**src/sv/vr_pkg.sv**
```systemverilog
// ----------------------------------------------------------------------------
// vr_pkg: shared types and widths for the vector refraction block
// Fixed-point formats, derived datapath widths and the item structs.
// ----------------------------------------------------------------------------
package vr_pkg;

    // Fraction bits of the fixed-point vectors, eta and results; k carries twice as many
    localparam int FRAC_BITS = 14;
    localparam int IN_W      = 16;
    localparam int OUT_W     = 20;

    // Derived datapath widths
    localparam int PROD_W = 2 * IN_W;
    localparam int DOT_W  = PROD_W + 2;
    localparam int D_W    = DOT_W - FRAC_BITS;
    localparam int ED_W   = IN_W + 1 + D_W;
    localparam int ENI_W  = ED_W - FRAC_BITS;
    localparam int SQ_W   = 2 * ENI_W;
    localparam int KW_RAW = ((SQ_W > 2 * FRAC_BITS) ? SQ_W : 2 * FRAC_BITS + 1) + 1;
    localparam int KW     = KW_RAW + (KW_RAW % 2);
    localparam int SW     = KW / 2;
    localparam int RW     = SW + 2;
    localparam int C_W    = ((ENI_W > SW + 1) ? ENI_W : SW + 1) + 1;
    localparam int EA_W   = 2 * IN_W + 1;
    localparam int CN_W   = C_W + IN_W;
    localparam int R_W    = ((CN_W > EA_W) ? CN_W : EA_W) + 1;
    localparam int RR_W   = R_W - FRAC_BITS;
    localparam int HALF   = 1 << (FRAC_BITS - 1);

    typedef struct packed {
        logic signed [IN_W-1:0] inc_x;
        logic signed [IN_W-1:0] inc_y;
        logic signed [IN_W-1:0] inc_z;
        logic signed [IN_W-1:0] nrm_x;
        logic signed [IN_W-1:0] nrm_y;
        logic signed [IN_W-1:0] nrm_z;
        logic        [IN_W-1:0] ratio_eta;
    } vr_in_t;

    typedef struct packed {
        logic signed [OUT_W-1:0] res_x;
        logic signed [OUT_W-1:0] res_y;
        logic signed [OUT_W-1:0] res_z;
        logic                    refracted;
    } vr_out_t;

    // Side data that rides along the square-root chain
    typedef struct packed {
        vr_in_t                  item;
        logic signed [ENI_W-1:0] eni;
        logic                    tir;
    } vr_side_t;

    // Working state of one square-root step
    typedef struct packed {
        logic [KW-1:0] rad;
        logic [RW-1:0] rem;
        logic [SW-1:0] root;
    } vr_sqrt_t;

endpackage

```
**src/sv/vr_sqrt_cell.sv**
```systemverilog
// ----------------------------------------------------------------------------
// vr_sqrt_cell: one step of the digit-by-digit square root
// Takes two radicand bits, yields one root bit, and hands on to the next cell.
// ----------------------------------------------------------------------------
module vr_sqrt_cell
    import vr_pkg::*;
(
    input  logic     clk,
    input  logic     rst_n,
    input  logic     en,
    input  logic     valid_i,
    input  vr_side_t side_i,
    input  vr_sqrt_t sq_i,
    output logic     valid_o,
    output vr_side_t side_o,
    output vr_sqrt_t sq_o
);

    logic            valid_reg;
    vr_side_t        side_reg;
    vr_sqrt_t        sq_reg;
    vr_sqrt_t        sq_next;
    logic [RW+1:0]   shifted;
    logic [RW+1:0]   trial;

    // trial subtract of (4*root + 1)
    always_comb
    begin
        shifted      = {sq_i.rem, sq_i.rad[KW-1 -: 2]};
        trial        = {2'b00, sq_i.root, 2'b01};
        sq_next.rad  = {sq_i.rad[KW-3:0], 2'b00};
        if (shifted >= trial)
        begin
            sq_next.rem  = RW'(shifted - trial);
            sq_next.root = {sq_i.root[SW-2:0], 1'b1};
        end
        else
        begin
            sq_next.rem  = RW'(shifted);
            sq_next.root = {sq_i.root[SW-2:0], 1'b0};
        end
    end

    always_ff @(posedge clk or negedge rst_n)
    begin
        if (!rst_n)
        begin
            valid_reg <= 1'b0;
        end
        else if (en)
        begin
            valid_reg <= valid_i;
        end
    end

    always_ff @(posedge clk)
    begin
        if (en)
        begin
            side_reg <= side_i;
            sq_reg   <= sq_next;
        end
    end

    assign valid_o = valid_reg;
    assign side_o  = side_reg;
    assign sq_o    = sq_reg;

endmodule

```
**config.mk**
```make
export PLATFORM = sky130hd
export DESIGN_NAME = vr_sqrt_cell
export DESIGN_NICKNAME = d
export VERILOG_FILES = /design/src/sv/vr_pkg.sv /design/src/sv/vr_sqrt_cell.sv
export SDC_FILE = /design/constraint.sdc
export NUM_CORES = 1
export LEC_CHECK = 0
export ABC_CLOCK_PERIOD_IN_PS = 1600
export BUFFER_PORTS_ARGS = -buffer_cell sky130_fd_sc_hd__buf_4
export CELL_PAD_IN_SITES_DETAIL_PLACEMENT = 1
export CELL_PAD_IN_SITES_GLOBAL_PLACEMENT = 1
export CORE_AREA = 4 4 184 186
export DETAILED_ROUTE_END_ITERATION = 8
export DIE_AREA = 0 0 188 190
export PLACE_DENSITY_LB_ADDON = 0.05
export SYNTH_ARGS = -nofsm -noshare
export SYNTH_HDL_FRONTEND = slang
export SYNTH_SLANG_ARGS = --single-unit
export TNS_END_PERCENT = 30
```
**constraint.sdc**
```tcl
create_clock -name clk -period 1.6 [get_ports clk]
set_input_delay 0.16 -clock clk [delete_from_list [all_inputs] [get_ports clk]]
set_output_delay 0.16 -clock clk [all_outputs]
set_load 0.005 [all_outputs]
```
==> results of run 1 <==
[registers in the layout, summed over array words and instances, names as in the netlist]
register / count
sq_o: 96
side_o: 136
valid_o: 1
[power breakdown]
part | internal, µW | switching [µW] | total [µW]
sequential | 7350 | 154 | 7510
combinational | 2120 | 1360 | 3480
clock | 3700 | 2500 | 6200
total | 13200 | 4010 | 17200
[placed cells by master, fill, tap and decap left out, types with 4 or more instances in the layout]
cell type,instances
clkinv_1,5
a21oi_1,17
nand4_1,4
o21ai_0,14
buf_4,563
edfxtp_1,232
mux2_4,20
inv_2,4
a21o_1,13
inv_1,33
a21oi_2,7
xor2_1,9
clkbuf_1,8
dlygate4sd3_1,230
ha_4,15
ha_1,11
nor2_1,19
nand2_1,14
or3_1,4
xnor2_1,11
clkbuf_16,28
clkinv_2,6
nand3_1,5
buf_12,4
[per-stage QoR]
step                area, µm²  hold slack [ns]  setup TNS, ns  setup slack [ns]
floorplan                9070           -0.136         -24.66             -1.01
global placement        13800          -0.0642         -32.04             -1.29
detailed placement      13800          -0.0629         -32.41             -1.32
CTS                     17300          0.00925         -12.54            -0.500
global route            17400           0.0246         -15.57            -0.623
finish                  17400           0.0362         -12.91            -0.529
[how the worst max path moves through the flow]
stage / to / slack [ns]
after floorplan: sq_o[29] / -1.01
after global placement: sq_o[28] / -1.29
after detailed placement: sq_o[26] / -1.32
after CTS: sq_o[49] / -0.50
after global routing: sq_o[49] / -0.62
final: sq_o[49] / -0.53
[layout make-up]
| cell class | count | share of cell area |
|---|---|---|
| antenna | 2 | 0.000287 |
| clock inverter | 16 | 0.00940 |
| clock buffer | 36 | 0.0419 |
| tap | 442 | 0.0317 |
| sequential | 233 | 0.401 |
| inverter | 40 | 0.0101 |
| multi-input combinational | 224 | 0.121 |
| timing repair buffer | 801 | 0.382 |
| timing repair inverter | 3 | 0.00251 |
[worst min-delay path, stage by stage]
cell	delay (ns)
buf_4	0.10
inv_1	0.04
mux2i_1	0.13
[cells by family (layout without fill, tap and decap cells)]
| kind of cell | after synthesis | count (layout) | share of synthesized area |
|---|---|---|---|
| AO/OA/AOI/OAI | 85 | 85 | 0.0668 |
| XOR/XNOR | 20 | 20 | 0.0195 |
| adder cells (fa/ha/maj) | 26 | 26 | 0.0362 |
| buffers and inverters | 48 | 896 | 0.0238 |
| flip-flops | 233 | 233 | 0.779 |
| multiplexers | 25 | 25 | 0.0376 |
| other | 1 | 4 | 0.000418 |
| AND/OR/NAND/NOR | 66 | 66 | 0.0368 |
[synth_stat cells (3+ instances only)]
library cell	count
o21ai_0	15
or3_1	4
nor3_1	5
a21o_1	13
inv_1	39
ha_1	26
xnor2_1	11
o21a_1	3
mux2i_1	3
nand2_1	17
o211ai_1	3
mux2_2	6
a21oi_1	24
nand3_1	5
nand4_1	4
edfxtp_1	232
xor2_1	9
mux2_4	16
a211oi_1	3
nor2_1	19
o21bai_1	3
clkbuf_1	3
[per-layer routing]
metal,vias up,track usage
met5,-,0
met4,0,0.0584
met3,48,0.0457
met2,261,0.353
met1,3694,0.199
li1,3585,-
[repair_timing]
action / CTS / global route
resized for setup: 43 / 14
endpoints found under the hold margin: 232 / 0
endpoints found under the setup margin: 27 / 27
pin swaps: 15 / 11
buffers inserted: 9 / 1
cloned: 3 / 0
hold buffers: 230 / 0
==> flow_summary.json, run 1 <==
{
  "drive_above_1_share": 0.508,
  "crit_cells": 12,
  "p_per_area_mw_per_mm2": 986,
  "wl_um": 34800,
  "critical_path_class": "in2reg",
  "synthArstFlopShare": 0.00429,
  "path_cells": "buf_6 -> inv_4 -> ha_4 -> nor2b_4 -> o31a_4 -> a2111oi_4 -> o31ai_4 -> a211oi_2 -> or2_4 -> buf_12 -> inv_16 -> mux2_4",
  "critical-path-top-delay-family": "compound AO/OA/AOI/OAI gates",
  "dp_cells": 1500,
  "grt_pass1_vias": 8254,
  "vias_per_cell": 4.22,
  "setup_ws_ns": -0.529,
  "rsz0062_at_grt": "yes",
  "ys_warn_count": 0,
  "synth_area_mm2": 0.00898,
  "final_hold_viol_count": 0,
  "coreArea_mm2": 0.0323,
  "grt_max_degree": 54,
  "stdcell_count": 1797,
  "io_pins": 473,
  "hold_depth": 3,
  "cts_buffer_depth": 3,
  "hp-start": "sq_i[35]",
  "fin_crit_sh": 1.33,
  "cpPeakStageDelay_ns": 0.44,
  "wl_per_cell_um": 19.3,
  "timing.rr.start": "valid_o",
  "area_growth_pct": 94.2,
  "cp_num_buf_inv": 4,
  "clk_pin_slew_ns": 0.06,
  "slew_viol_final": 0,
  "cts-root-buf": "clkbuf_16",
  "die_h_um": 190,
  "port_buffers": 470,
  "initial_core_util": 0.278,
  "hold_path_class": "in2reg",
  "min_to": "sq_o[37]",
  "top_layer_used": "met4",
  "irDropWorstVdd_mv": 0.852,
  "cts.sinks": 233,
  "drt-initial-drc-count": 258,
  "cp.arrival_ns": 2.41,
  "dieArea_mm2": 0.0357,
  "synth_area_per_cell_um2": 17.8,
  "met2_length_um": 19100,
  "critPathLaunchType": "input port",
  "drt_drc_violations_left": 0,
  "numCtsBuffers": 28,
  "antenna_found_initial": 2,
  "r2r_slack_ns": 0.31,
  "grt_overflow": 0,
  "slowest_stage": "a2111oi_4",
  "clk_latency_ns": 0.53,
  "endpoint_kind": "register",
  "clock_skew_ns": 0,
  "grt_pass1_wl_um": 51000,
  "wl_met1_um": 12500,
  "die_w_um": 188,
  "fmax_mhz": 470,
  "htreeDepth": 1,
  "dpl.hpwl_um": 24700,
  "synth_flop_cell": "edfxtp_1",
  "finalSetupViolCount": 27,
  "synth_cells": 504,
  "via_count": 7588,
  "final_core_util": 0.540,
  "r2r_cells": 2,
  "gp_congestion": 0.767,
  "dr.pass1.iters": 6,
  "synth_cell_types": 56,
  "finalPower_uw": 17200,
  "cts_tree": "yes",
  "status": "finished, violations left",
  "critPathMaxFanout": 6,
  "num_rows": 66,
  "fill_cells": 3280,
  "grtUsageTotal": 0.184,
  "rr_endpoint": "valid_o",
  "finalNetCount": 1595,
  "synth-edff-count": 232,
  "violations": "setup timing",
  "ys_top_cells_by_area": "edfxtp_1 78%, ha_1 3.6%, mux2_4 2.7%",
  "synth_top_area_share": 0.776,
  "crit_start": "sq_i[0]",
  "yosysSeqAreaShare": 0.779,
  "synth_top_area_cell": "edfxtp_1",
  "dr_wl_met3_um": 2060,
  "period_needed_ns": 2.13,
  "regArea_mm2": 0.00699,
  "ys_ff_latch": 233,
  "cp.required_ns": 1.88,
  "multi_input_area_mm2": 0.00211,
  "cap_violations": 0,
  "ant_nets": 0,
  "p_leak_uw": 0.00757
}
Power figures use the tool's default switching activity.
==> run 2: changes to the inputs <==
==> constraint.sdc (replaced) <==
create_clock -name clk -period 1.6 [get_ports clk]
set_input_delay 0.24 -clock clk [delete_from_list [all_inputs] [get_ports clk]]
set_output_delay 0.24 -clock clk [all_outputs]
set_load 0.005 [all_outputs]
==> run 2 against run 1 <==
Effect of this change: the flow still finishes with violations (setup timing); utilization fell by 0.39 points; combinational power barely moved; die area did not move; final area fell by 0.73%; total power fell by 0.63%; worst hold slack got worse by 0.0095 ns; setup slack got worse by 0.016 ns; clock skew did not move; global-route usage rose by 0.44 points.
==> flow_summary.json, run 2 (synthesis results as in run 1) <==
{
  "status": "finished, violations left",
  "violations": "setup timing",
  "hold-worst-slack_ns": 0.0268,
  "coreArea_mm2": 0.0323,
  "period_needed_ns": 2.15,
  "critPathLaunchType": "input port",
  "setup_ws_ns": -0.545,
  "grt_max_degree": 54,
  "area_growth_pct": 92.8,
  "pwr-share-comb": 0.204,
  "cp.required_ns": 1.88,
  "wl_per_cell_um": 19.9,
  "crit_cells": 12,
  "internal_power_uw": 13100,
  "p_per_area_mw_per_mm2": 987,
  "final_hold_viol_count": 0,
  "mostFrequentLayoutCells": "554 x buf_4, 232 x edfxtp_1, 211 x dlygate4sd3_1",
  "p_leak_uw": 0.00749,
  "cts-root-buf": "clkbuf_16",
  "p_sw_uw": 4030,
  "hold_path_class": "in2reg",
  "cp_num_buf_inv": 4,
  "drt-initial-drc-count": 304,
  "finalPower_uw": 17100,
  "die_h_um": 190,
  "numCtsBuffers": 28,
  "grt_pass1_vias": 8279,
  "cp.arrival_ns": 2.42,
  "final_core_util": 0.536,
  "grt_pass1_wl_um": 52000,
  "fmax_mhz": 466,
  "final_common_cell": "buf_4",
  "cts_tree": "yes",
  "irDropWorstVdd_mv": 0.772,
  "die_w_um": 188,
  "vias_per_cell": 4.26,
  "slew_viol_final": 0,
  "pwr-share-clk": 0.356,
  "hold_depth": 2,
  "finalSetupViolCount": 27,
  "dieArea_mm2": 0.0357,
  "cpPeakStageDelay_ns": 0.40,
  "endpoint_kind": "register",
  "critical-path-top-delay-family": "compound AO/OA/AOI/OAI gates",
  "path_cells": "buf_8 -> inv_4 -> ha_4 -> nor2b_4 -> o31a_4 -> a2111oi_4 -> o31ai_4 -> a211oi_2 -> or2_4 -> buf_12 -> inv_16 -> mux2_4",
  "slowest_stage": "a2111oi_4",
  "via_count": 7563,
  "cts_buffer_depth": 3,
  "sequentialPowerShare": 0.440,
  "rsz0062_at_grt": "yes",
  "port_buffers": 470,
  "setup_tns_ns": -13.42,
  "cts.sinks": 233,
  "antenna_found_initial": 4,
  "grtUsageTotal": 0.189,
  "fill_cells": 3271,
  "cap_violations": 0,
  "grt_overflow": 0,
  "clk_pin_slew_ns": 0.06,
  "htreeDepth": 1,
  "drt_drc_violations_left": 0,
  "clk_latency_ns": 0.52,
  "drive_above_1_share": 0.523,
  "dr.pass1.iters": 6,
  "dp_cells": 1499,
  "critPathMaxFanout": 6,
  "initial_core_util": 0.278,
  "clock_skew_ns": 0,
  "wl_um": 35400,
  "critical_path_class": "in2reg",
  "num_rows": 66,
  "io_pins": 473,
  "ant_nets": 0,
  "stdcell_count": 1777,
  "gp_congestion": 0.768,
  "switching_share": 0.236,
  "fin_crit_sh": 1.34,
  "largest_register_ffs": 136,
  "r2r_cells": 1,
  "finalNetCount": 1577,
  "dpl.hpwl_um": 24600
}
==> run 2: stage by stage <==
step	cell area, µm²	setup slack (ns)
6_report	17300	-0.545
3_5_place_dp	13800	-1.37
5_1_grt	17300	-0.672
4_1_cts	17200	-0.561
2_1_floorplan	9070	-1.09
3_3_place_gp	13800	-1.37
==> run 2: power by group through the flow <==
| stage | clock, µW | combinational (µW) | sequential (µW) |
|---|---|---|---|
| 2_1_floorplan | 0 | 796 | 7700 |
| 3_3_place_gp | 0 | 2810 | 7610 |
| 3_5_place_dp | 0 | 2830 | 7630 |
| 4_1_cts | 6270 | 3490 | 7510 |
| 5_1_grt | 6570 | 3760 | 7570 |
| 6_report | 6080 | 3490 | 7520 |
==> run 2: area by class of cell <==
type	instances	area, µm²	area share
Antenna cell	2	5.00	0.000289
Clock buffer	32	737	0.0426
Clock inverter	18	133	0.00766
Inverter	40	191	0.0111
Multi-Input combinational cell	224	2120	0.122
Sequential cell	233	6990	0.404
Tap cell	442	553	0.0320
Timing Repair Buffer	783	6530	0.377
Timing Repair inverter	3	43.8	0.00253
==> run 2: final timing paths <==
| check | slack, ns | to | start |
|---|---|---|---|
| worst max-delay path | -0.55 | sq_o[38] | sq_i[0] |
| worst min-delay path | 0.03 | sq_o[29] | sq_i[27] |
| worst max register to register | 0.86 | valid_o | valid_o |
| worst min register to register | 0.51 | valid_o | valid_o |
| max in group asynchronous | 1.45 | valid_o | rst_n |
| min in group asynchronous | 0.07 | valid_o | rst_n |
==> run 2: repair_timing <==
action / 4_1_cts / 5_1_grt
cloned: 3 / 0
pin swaps: 21 / 10
buffers inserted: 7 / 5
hold buffers: 211 / 0
resized for setup: 62 / 20
endpoints found under the setup margin: 27 / 27
endpoints found under the hold margin: 211 / 0
==> run 2: per-layer routing <==
layer	vias to the layer above	global-route usage	share of wire
li1	3554	-	-
met1	3698	0.204	0.36
met3	48	0.0484	0.063
met2	259	0.363	0.56
met5	-	0	0.00079
met4	4	0.0534	0.024
